[config.mk]
export PLATFORM = sky130hd
export DESIGN_NAME = button_debounce_hold_release
export DESIGN_NICKNAME = d
export VERILOG_FILES = /design/src/rtl/bdhr_pkg.sv /design/src/rtl/button_debounce_hold_release.sv
export SDC_FILE = /design/constraint.sdc
export NUM_CORES = 2
export LEC_CHECK = 0
export BUFFER_PORTS_ARGS = -buffer_cell sky130_fd_sc_hd__buf_2
export CAP_MARGIN = 20
export CORE_ASPECT_RATIO = 1.2
export CORE_MARGIN = 3
export CORE_UTILIZATION = 60
export CTS_CLUSTER_DIAMETER = 200
export DETAILED_ROUTE_END_ITERATION = 8
export GPL_TIMING_DRIVEN = 1
export PLACE_DENSITY = 0.77
export SETUP_SLACK_MARGIN = 0.5
export SLEW_MARGIN = 5
export SYNTH_ARGS = -nofsm -noshare
export SYNTH_HDL_FRONTEND = slang
export SYNTH_SLANG_ARGS = --single-unit
[constraint.sdc]
create_clock -name clk -period 7.5 [get_ports clk]
set_input_delay 0.375 -clock clk [delete_from_list [all_inputs] [get_ports clk]]
set_output_delay 0.375 -clock clk [all_outputs]
set_load 0.02 [all_outputs]
[src/rtl/bdhr_pkg.sv]
// ----------------------------------------------------------------------------
// bdhr_pkg
// Shared constants for the button debouncer with hold and release detection:
// field widths, packing positions, command codes and register indexes.
// ----------------------------------------------------------------------------
package bdhr_pkg;

	localparam int BUTTONS_DEF   = 3;
	localparam int TIME_BITS_DEF = 32;

	// Pin, edge and polarity fields cover the low three buttons.
	localparam int PIN_W    = 3;
	localparam int CMD_W    = 2;
	localparam int BTN_W    = 2;
	localparam int NOW_W    = 32;
	localparam int LIMIT_W  = 32;
	localparam int DEB_W    = 10;

	// Command codes carried in s_tuser.
	localparam logic [CMD_W-1:0] CMD_SAMPLE  = 2'd0;
	localparam logic [CMD_W-1:0] CMD_HOLD    = 2'd1;
	localparam logic [CMD_W-1:0] CMD_RELEASE = 2'd2;
	localparam logic [CMD_W-1:0] CMD_RESYNC  = 2'd3;

	// Configuration register indexes.
	localparam int CFG_IDX_W  = 1;
	localparam int CFG_DATA_W = DEB_W;
	localparam logic [CFG_IDX_W-1:0] CFG_DEBOUNCE = 1'd0;
	localparam logic [CFG_IDX_W-1:0] CFG_ACTIVE   = 1'd1;

	localparam logic [DEB_W-1:0] DEBOUNCE_RESET = 10'd20;
	localparam logic [PIN_W-1:0] ACTIVE_RESET   = 3'd0;

	// Input tdata layout, lowest bit first.
	localparam int NOW_LSB    = 0;
	localparam int PINS_LSB   = NOW_LSB + NOW_W;
	localparam int EDGES_LSB  = PINS_LSB + PIN_W;
	localparam int BTN_LSB    = EDGES_LSB + PIN_W;
	localparam int LIMLO_LSB  = BTN_LSB + BTN_W;
	localparam int LIMHI_LSB  = LIMLO_LSB + LIMIT_W;
	localparam int IN_USED_W  = LIMHI_LSB + LIMIT_W;
	localparam int IN_TDATA_W = ((IN_USED_W + 7) / 8) * 8;

	// Output tdata layout, lowest bit first.
	localparam int OUT_HIT_BIT  = 0;
	localparam int OUT_MASK_LSB = 1;
	localparam int OUT_ANY_BIT  = OUT_MASK_LSB + PIN_W;
	localparam int OUT_USED_W   = OUT_ANY_BIT + 1;
	localparam int OUT_TDATA_W  = ((OUT_USED_W + 7) / 8) * 8;

endpackage

[src/rtl/button_debounce_hold_release.sv]
// ----------------------------------------------------------------------------
// button_debounce_hold_release
// Debounces a set of buttons and answers hold and release queries. One item
// is taken per clock cycle when the result side keeps up; an accepted item
// is held in an input register, all buttons are updated in parallel by the
// logic behind it, and the answer lands in a result register. The
// combinational update of the per-button state between the two registers
// sets this rate of one item per cycle. The input side keeps accepting while
// a result waits to be taken, and stalls only when both the input and the
// result register are full and the result is not taken in that cycle.
// ----------------------------------------------------------------------------
module button_debounce_hold_release #(
	parameter int BUTTONS   = bdhr_pkg::BUTTONS_DEF,
	parameter int TIME_BITS = bdhr_pkg::TIME_BITS_DEF
) (
	input  logic                                  clk,
	input  logic                                  arst_n,
	input  logic                                  cfg_we,
	input  logic [bdhr_pkg::CFG_IDX_W-1:0]        cfg_index,
	input  logic [bdhr_pkg::CFG_DATA_W-1:0]       cfg_data,
	input  logic                                  s_tvalid,
	output logic                                  s_tready,
	// now_ms, pin_levels, edge_flags, button, limit_low_ms, limit_high_ms
	input  logic [bdhr_pkg::IN_TDATA_W-1:0]       s_tdata,
	// cmd
	input  logic [bdhr_pkg::CMD_W-1:0]            s_tuser,
	output logic                                  m_tvalid,
	input  logic                                  m_tready,
	// hit, down_mask, any_down, zero fill
	output logic [bdhr_pkg::OUT_TDATA_W-1:0]      m_tdata
);

	localparam int PW = bdhr_pkg::PIN_W;

	typedef logic [TIME_BITS-1:0] time_t;

	// Configuration.
	logic [bdhr_pkg::DEB_W-1:0] debounce_q;
	logic [PW-1:0]              active_q;

	// Input register.
	logic                            valid_s1;
	logic [bdhr_pkg::CMD_W-1:0]      cmd_s1;
	time_t                           now_s1;
	logic [PW-1:0]                   pins_s1;
	logic [PW-1:0]                   edges_s1;
	logic [bdhr_pkg::BTN_W-1:0]      button_s1;
	logic [bdhr_pkg::LIMIT_W-1:0]    lim_lo_s1;
	logic [bdhr_pkg::LIMIT_W-1:0]    lim_hi_s1;

	// Per-button state.
	logic [BUTTONS-1:0] raw_q, stable_q, hold_done_q, rel_wait_q;
	time_t              raw_since_q [BUTTONS];
	time_t              press_start_q [BUTTONS];
	time_t              rel_len_q [BUTTONS];

	logic [BUTTONS-1:0] raw_n, stable_n, hold_done_n, rel_wait_n;
	time_t              raw_since_n [BUTTONS];
	time_t              press_start_n [BUTTONS];
	time_t              rel_len_n [BUTTONS];

	// Result register.
	logic                             out_valid_q;
	logic [bdhr_pkg::OUT_TDATA_W-1:0] out_data_q;

	logic in_accept, advance;
	logic hit;
	logic [BUTTONS-1:0] pins_x, edges_x, act_x, lvl, sel;
	logic [BUTTONS+PW-1:0] pins_w, edges_w, act_w;
	logic [BUTTONS+PW-1:0] stable_w;
	logic [PW-1:0] down_mask;
	logic any_down;

	assign advance   = valid_s1 && (!out_valid_q || m_tready);
	assign s_tready  = !valid_s1 || advance;
	assign in_accept = s_tvalid && s_tready;
	assign m_tvalid  = out_valid_q;
	assign m_tdata   = out_data_q;

	// Buttons past the pin fields see those bits as zero.
	assign pins_w  = {{BUTTONS{1'b0}}, pins_s1};
	assign edges_w = {{BUTTONS{1'b0}}, edges_s1};
	assign act_w   = {{BUTTONS{1'b0}}, active_q};
	assign pins_x  = pins_w[BUTTONS-1:0];
	assign edges_x = edges_w[BUTTONS-1:0];
	assign act_x   = act_w[BUTTONS-1:0];
	assign lvl     = ~(pins_x ^ act_x);

	always_comb begin
		time_t since_v;
		time_t elapsed;
		time_t held;
		logic  restart;
		logic  settle;
		logic  hold_ok;
		logic  rel_ok;
		raw_n       = raw_q;
		stable_n    = stable_q;
		hold_done_n = hold_done_q;
		rel_wait_n  = rel_wait_q;
		hit         = 1'b0;
		for (int i = 0; i < BUTTONS; i++) begin
			raw_since_n[i]   = raw_since_q[i];
			press_start_n[i] = press_start_q[i];
			rel_len_n[i]     = rel_len_q[i];
			sel[i]           = (int'(button_s1) == i);

			restart = edges_x[i] || (lvl[i] != raw_q[i]);
			since_v = restart ? now_s1 : raw_since_q[i];
			elapsed = now_s1 - since_v;
			settle  = ((restart ? lvl[i] : raw_q[i]) != stable_q[i]) &&
				($signed(elapsed) >= $signed(TIME_BITS'(debounce_q)));

			held    = now_s1 - press_start_q[i];
			hold_ok = stable_q[i] && !hold_done_q[i] &&
				($signed(held) >= $signed(lim_lo_s1[TIME_BITS-1:0]));
			rel_ok  = rel_wait_q[i] &&
				(bdhr_pkg::LIMIT_W'(rel_len_q[i]) >= lim_lo_s1) &&
				(bdhr_pkg::LIMIT_W'(rel_len_q[i]) < lim_hi_s1);

			unique case (cmd_s1)
				bdhr_pkg::CMD_SAMPLE: begin
					raw_n[i]       = restart ? lvl[i] : raw_q[i];
					raw_since_n[i] = since_v;
					if (settle) begin
						stable_n[i] = raw_n[i];
						if (raw_n[i]) begin
							press_start_n[i] = since_v;
							hold_done_n[i]   = 1'b0;
							rel_wait_n[i]    = 1'b0;
						end else begin
							rel_len_n[i]  = since_v - press_start_q[i];
							rel_wait_n[i] = 1'b1;
						end
					end
				end
				bdhr_pkg::CMD_HOLD: begin
					if (sel[i] && hold_ok) begin
						hold_done_n[i] = 1'b1;
						hit            = 1'b1;
					end
				end
				bdhr_pkg::CMD_RELEASE: begin
					if (sel[i] && rel_ok) begin
						rel_wait_n[i] = 1'b0;
						hit           = 1'b1;
					end
				end
				bdhr_pkg::CMD_RESYNC: begin
					raw_n[i]         = lvl[i];
					stable_n[i]      = lvl[i];
					raw_since_n[i]   = now_s1;
					press_start_n[i] = now_s1;
					hold_done_n[i]   = lvl[i];
					rel_wait_n[i]    = 1'b0;
				end
				default: begin
				end
			endcase
		end
	end

	assign stable_w  = {{PW{1'b0}}, stable_n};
	assign down_mask = stable_w[PW-1:0];
	assign any_down  = |stable_n;

	always_ff @(posedge clk or negedge arst_n) begin
		if (!arst_n) begin
			debounce_q <= bdhr_pkg::DEBOUNCE_RESET;
			active_q   <= bdhr_pkg::ACTIVE_RESET;
		end else if (cfg_we) begin
			unique case (cfg_index)
				bdhr_pkg::CFG_DEBOUNCE: debounce_q <= cfg_data;
				bdhr_pkg::CFG_ACTIVE:   active_q   <= cfg_data[PW-1:0];
				default: begin
				end
			endcase
		end
	end

	always_ff @(posedge clk or negedge arst_n) begin
		if (!arst_n) begin
			valid_s1 <= 1'b0;
		end else if (s_tready) begin
			valid_s1 <= s_tvalid;
		end
	end

	always_ff @(posedge clk) begin
		if (in_accept) begin
			cmd_s1    <= s_tuser;
			now_s1    <= s_tdata[bdhr_pkg::NOW_LSB +: TIME_BITS];
			pins_s1   <= s_tdata[bdhr_pkg::PINS_LSB +: PW];
			edges_s1  <= s_tdata[bdhr_pkg::EDGES_LSB +: PW];
			button_s1 <= s_tdata[bdhr_pkg::BTN_LSB +: bdhr_pkg::BTN_W];
			lim_lo_s1 <= s_tdata[bdhr_pkg::LIMLO_LSB +: bdhr_pkg::LIMIT_W];
			lim_hi_s1 <= s_tdata[bdhr_pkg::LIMHI_LSB +: bdhr_pkg::LIMIT_W];
		end
	end

	always_ff @(posedge clk or negedge arst_n) begin
		if (!arst_n) begin
			raw_q       <= '0;
			stable_q    <= '0;
			hold_done_q <= '0;
			rel_wait_q  <= '0;
			for (int i = 0; i < BUTTONS; i++) begin
				raw_since_q[i]   <= '0;
				press_start_q[i] <= '0;
				rel_len_q[i]     <= '0;
			end
		end else if (advance) begin
			raw_q       <= raw_n;
			stable_q    <= stable_n;
			hold_done_q <= hold_done_n;
			rel_wait_q  <= rel_wait_n;
			for (int i = 0; i < BUTTONS; i++) begin
				raw_since_q[i]   <= raw_since_n[i];
				press_start_q[i] <= press_start_n[i];
				rel_len_q[i]     <= rel_len_n[i];
			end
		end
	end

	always_ff @(posedge clk or negedge arst_n) begin
		if (!arst_n) begin
			out_valid_q <= 1'b0;
		end else if (advance) begin
			out_valid_q <= 1'b1;
		end else if (m_tready) begin
			out_valid_q <= 1'b0;
		end
	end

	// Packed as hit, down_mask, any_down from the lowest bit, zero above.
	always_ff @(posedge clk) begin
		if (advance) begin
			out_data_q <= bdhr_pkg::OUT_TDATA_W'({any_down, down_mask, hit});
		end
	end

endmodule

# After elaboration in Yosys (flattened, before gate mapping)

Cells that the tools add are included.

Bits in registers: 426

$add $sub $neg: 9
$lt $le $gt $ge: 12
Equal/unequal tests: 23
Muxes and demuxes: 62
Bitwise gates (word level): 6
Reductions and logical operators: 55

Operator list:

| kind                 | number |
|---|---|
| $pmux W32 S2         | 6 |
| $mux W32             | 9 |
| $sub A32 B32 Y32     | 9 |
| $ge A32 B32 Y1       | 6 |
| $ge A32 B11 Y1       | 3 |
| $lt A32 B32 Y1       | 3 |
| $reduce_and A4 Y1    | 9 |
| $mux W1              | 32 |
| $ne A2 B2 Y1 const B | 12 |
| $logic_and A1 B1 Y1  | 23 |
| $pmux W1 S2          | 9 |
| $pmux W1 S3          | 6 |
| $reduce_and A5 Y1    | 3 |
| $eq A2 B2 Y1 const B | 4 |
| $ne A1 B1 Y1         | 6 |
| $reduce_and A2 Y1    | 3 |
| $reduce_bool A3 Y1   | 2 |
| $logic_not A1 Y1     | 5 |
| $logic_or A1 B1 Y1   | 5 |
| $logic_not A2 Y1     | 2 |
| $not A1 Y1           | 4 |
| $reduce_bool A2 Y1   | 2 |
| $not A3 Y3           | 1 |
| $reduce_or A3 Y1     | 1 |
| 2 further kinds      | 2 |

# Depth between registers and ports, before layout

Word-level depth: 11
Gate-level depth with buffers: 31
Gate-level depth less buffers: 30

# Worst setup path before layout

Ideal clock, no wire load.

Path type: register to register
Start: register pins_s1[2]
End: register press_start_q[10] in the netlist's numbering
Setup time: 0.125 ns
Arrival time: 6.274 ns
Setup slack: 1.102 ns
Cell stages (with the launch flop): 27
Buffers on the path: 3
Period minus slack after synthesis: 6.398 ns
Cells stage by stage: edfxtp_1 xor2_1 xnor2_1 nor2_1 clkbuf_1 mux2i_1 ha_1 nor2b_1 o31a_1 o21a_1 a21oi_1 o21ai_0 xor2_1 ha_1 a211oi_1 o2111ai_1 nor4_1 nand3_1 nor4_1 nand3_1 nor4b_1 a41oi_1 a31oi_1 nand2b_1 clkbuf_1 buf_2 mux2_2

Cells in the longest elaborated chain, start to end: 10
Elaborated cells between the ends (all ways): 16
Those cells by class: add/sub: 1; order compare: 1; eq/ne: 4; mux: 5; bitwise: 2; reduce/logical: 3

RTL lines:

| item                               | RTL line                            | text |
|---|---|---|
| start: declaration                 | button_debounce_hold_release.sv:45  | `logic [PW-1:0] pins_s1;` |
| start signal: assignment           | button_debounce_hold_release.sv:193 | `pins_s1 <= s_tdata[bdhr_pkg::PINS_LSB +: PW];` |
| $xor A3 B3 Y3 (*)                  | button_debounce_hold_release.sv:87  | `assign lvl = ~(pins_x ^ act_x);` |
| $not A3 Y3 (*)                     | button_debounce_hold_release.sv:87  |  |
| $ne A1 B1 Y1                       | button_debounce_hold_release.sv:108 | `restart = edges_x[i] \|\| (lvl[i] != raw_q[i]);` |
| $logic_or A1 B1 Y1                 | button_debounce_hold_release.sv:108 |  |
| $mux W32                           | button_debounce_hold_release.sv:109 | `since_v = restart ? now_s1 : raw_since_q[i];` |
| $sub A32 B32 Y32                   | button_debounce_hold_release.sv:110 | `elapsed = now_s1 - since_v;` |
| $ge A32 B11 Y1                     | button_debounce_hold_release.sv:112 | `($signed(elapsed) >= $signed(TIME_BITS'(debounce_q)));` |
| $logic_and A1 B1 Y1                | button_debounce_hold_release.sv:111 | `settle = ((restart ? lvl[i] : raw_q[i]) != stable_q[i]) &&` |
| $ne A2 B2 Y1 (no source line)      | --                                  |  |
| $reduce_and A4 Y1 (no source line) | --                                  |  |
| end signal: indexed assignment     | button_debounce_hold_release.sv:219 | `press_start_q[i] <= press_start_n[i];` |
| end: declaration                   | button_debounce_hold_release.sv:54  | `time_t press_start_q [BUTTONS];` |

Every way passes the cells marked *; elsewhere a longest branch is shown, timed or not. The select of a mux whose other input is x is not followed.
A chain may end at the register's enable or synchronous reset.

# Worst setup path after layout

Start: register pins_s1[1]
End: register press_start_q[51] in the netlist's numbering

The elaborated chain is that of the path after synthesis.

==> summary.md <==
| Metric | Value |
|---|---|
| CTS clk-pin slew, worst paths | 0.06 ns |
| CP Buf/Inv Count | 4 |
| IO buf count | 128 |
| WP data required | 8.00 ns |
| Met3 Wirelength | 13.1 mm |
| DRC violations left | 0 |
| Synth Area per Inst | 8.81 µm² |
| Max incr delay on CP | 0.49 ns |
| #FFs+latches synth | 426 |
| Die area | 68700 µm² |
| Multi-input gate area | 26400 µm² |
| Max Root-Sink Buffers | 3 |
| Routed wire length | 130 mm |
| Area Growth Syn to Fin | 12.2% |
| First-pass GRT wire length | 194 mm |
| I/O pin total | 132 |
| DRT Pass-1 Iters | 8 |
| Vias in the first global route | 34.6k |
| Worst-Skew Late Latency | 0.63 ns |
| Delay-heaviest family, CP | compound AO/OA/AOI/OAI gates |
| CP Class | flip-flop to flip-flop |
| Synth Instances | 4468 |
| Htree depth | 2 |
| Met2 WL | 56.2 mm |
| Final count of pins violating max slew | 0 |
| Worst Hold Class | input port to flip-flop |
| Post-synthesis sequential area ratio | 28.5% |
| Post-Layout Cell Count | 5588 |
| Worst Tran Pin Value | 1.17 ns |
| DR top layer | met5 |
| Commonest non-fill, non-tap cell in the layout | ha_1 |
| Vias | 36.2k |
| Die Height | 287 µm |
| Synth area leaders | dfrtp_1, ha_1, edfxtp_1, nand2_1, a21oi_1 |
| Yosys top cell area share | 19.9% |
| Wl on met1 | 51.8 mm |
| Congestion Overflow GR | 0 |
| Setup_tns | 0 ns |
| Leak | 21.6 nW |
| DRT antenna net count | 0 |
| Type of origin of the critical path | flip-flop |
| Row Count | 102 |
| Crit path time final | 6.77 ns |
| Leading area contributor after synthesis | dfrtp_1 |
| EDFF count, synth | 111 |
| Status | complete, no violations |
| Hold Violations, Final | 0 |
| Final Cycle Share | 90.2% |
| CTS root buffer | clkbuf_16 |
| Ys async rst share | 73.9% |
| Highest clock rate | 0.148 GHz |
| Final Power | 19.1 mW |
| Share of cells above drive strength 1 | 10.9% |
| Clock buffers created by TritonCTS | 50 |
| CP arrival | 7.27 ns |
| Avg WL per Cell | 23.2 µm |
| Largest net degree at the start of global routing | 83 |
| Die width | 240 µm |
| Antenna violations before repair | 4 |
| Most common cell on crit path | nand2_1 |
| Ant diodes | 0 |
| CP Max Fanout | 28 |
| Clk sink count | 426 |
| Dpl cells | 5369 |
| Max-cap violations | 0 |
| Crit end category | flip-flop |
| CTS tree | done |
| Vias per cell | 6.47 |
| Seq. cell area | 11200 µm² |
| Worst hold slack | 0.0612 ns |
| RSZ-0062 raised after global routing | yes |
| Synth warnings | 0 |
| Total global routing track utilization | 36.5% |
| DP HPWL | 99.5 mm |
| Setup violations, final | 0 |
| 1st-iter DRT viols | 3752 |
| Placeable core region | 64700 µm² |
| Placer Congestion | 1.13 |
| Filler Cell Count | 5128 |
| Most frequent cells in the layout | ha_1, nand2_1, inv_1 |
| Unique masters post-synth | 105 |
| Predominant post-synthesis flop cell | dfrtp_1 |
| PwrDens | 432 nW/µm² |
| Mapped cell area | 39400 µm² |
| Starting Density | 60.8% |
| Critical-path top delay cell | edfxtp_1 |
| Maximum VDD drop | 245 µV |
| Count of nets after finishing | 5440 |
| Slew HR | 22.1% |
| Worst Skew | 0.0329 ns |
==> cell families after synthesis <==
logic type | share of synthesized area, %
buf+inv | 4.82
mux | 6.53
xor+xnor | 5.44
compound gates | 19.8
other cells | 0.00953
flops | 28.5
fa+ha+maj | 19.2
simple gates | 15.7
==> cell usage after synthesis (11+ instances only) <==
cell type and number:
a31o_2 11, nor2b_1 76, or2_2 17, o21bai_1 28, a21oi_1 321, and3_1 31, nor3_1 68, xor2_1 87
mux2_4 46, a211oi_1 33, o21a_1 59, a31oi_1 38, o2111ai_1 13, ha_1 591, dfrtp_1 313, o31ai_1 85
inv_1 352, a21boi_0 12, nand3_1 81, xnor2_1 147, clkbuf_1 85, nand4_1 71, mux2_2 114, o211ai_1 19
mux2i_1 54, nor2_1 350, nand2b_1 74, nor3b_1 11, a2111oi_0 14, nand2_1 460, nor4_1 14, o21ai_0 235
edfxtp_1 111, and2_1 14, or3_1 17, a21o_1 180
==> metal layers <==
| metal | GRT usage (%) | vias up |
|---|---|---|
| met5 | 0 | - |
| met4 | 20.5 | 8 |
| met1 | 48.1 | 17200 |
| met2 | 56.5 | 1893 |
| li1 | - | 16700 |
| met3 | 6.67 | 435 |
==> sequential cells by signal, summed over array words and instances, names as in the netlist <==
register,count
cmd_s1,2
m_tdata,5
debounce_q,10
now_s1,32
lim_lo_s1,32
raw_q,3
stable_q,3
rel_len_q,96
lim_hi_s1,32
button_s1,2
pins_s1,3
act_x,3
press_start_q,96
rel_wait_q,3
valid_s1,1
raw_since_q,96
hold_done_q,3
edges_s1,3
m_tvalid,1
==> power by group <==
part	total [mW]	switching [mW]	leakage [nW]	internal, mW
logic	12.7	7.45	15.8	5.23
registers	3.81	0.662	4.96	3.15
clock network	2.58	1.05	0.859	1.52
total	19.1	9.17	21.6	9.90
==> what timing repair did <==
item                                    CTS  global route
hold buffers                            115             0
gates resized for setup                   6            32
hold endpoints to repair                192             0
pin swaps                                 0             7
setup buffers                             0            11
gates cloned                              0             3
endpoints found under the setup margin   93           177
==> worst min-delay path: cells and delay by family <==
kind | cells | cell delay, ns
simple gates | 1 | 0.05
compound gates | 1 | 0.07
buf+inv | 1 | 0.14
==> cell type report <==
type / instances / area share (%)
Multi-Input combinational cell: 3573 / 59.8
Sequential cell: 426 / 25.4
Timing Repair Buffer: 313 / 5.44
Clock buffer: 76 / 3.59
Inverter: 354 / 3.01
Tap cell: 832 / 2.36
Clock inverter: 14 / 0.357
==> final timing paths <==
| kind | start | endpoint | slack (ns) | depth (start not counted) |
|---|---|---|---|---|
| setup / recovery | pins_s1[1] | press_start_q[51] | 0.73 | 28 |
| hold / removal | cfg_data[1] | debounce_q[1] | 0.06 | 3 |
| setup reg to reg | pins_s1[1] | press_start_q[51] | 0.73 | 28 |
| hold reg to reg | raw_since_q[55] | raw_since_q[55] | 0.48 | 2 |
| max in group asynchronous | arst_n | raw_since_q[3] | 5.68 | 3 |
| min in group asynchronous | arst_n | m_tvalid | 0.33 | 2 |
==> metrics by stage <==
step	util (%)	instance area (µm²)	setup slack [ns]
2_1_floorplan	-	39400	1.10
3_3_place_gp	63.3	41000	0.121
3_5_place_dp	63.3	41000	0.361
4_1_cts	67.8	43900	0.564
5_1_grt	68.3	44200	0.441
6_report	68.3	44200	0.732
No activity file was read; power rests on OpenSTA's default activity.
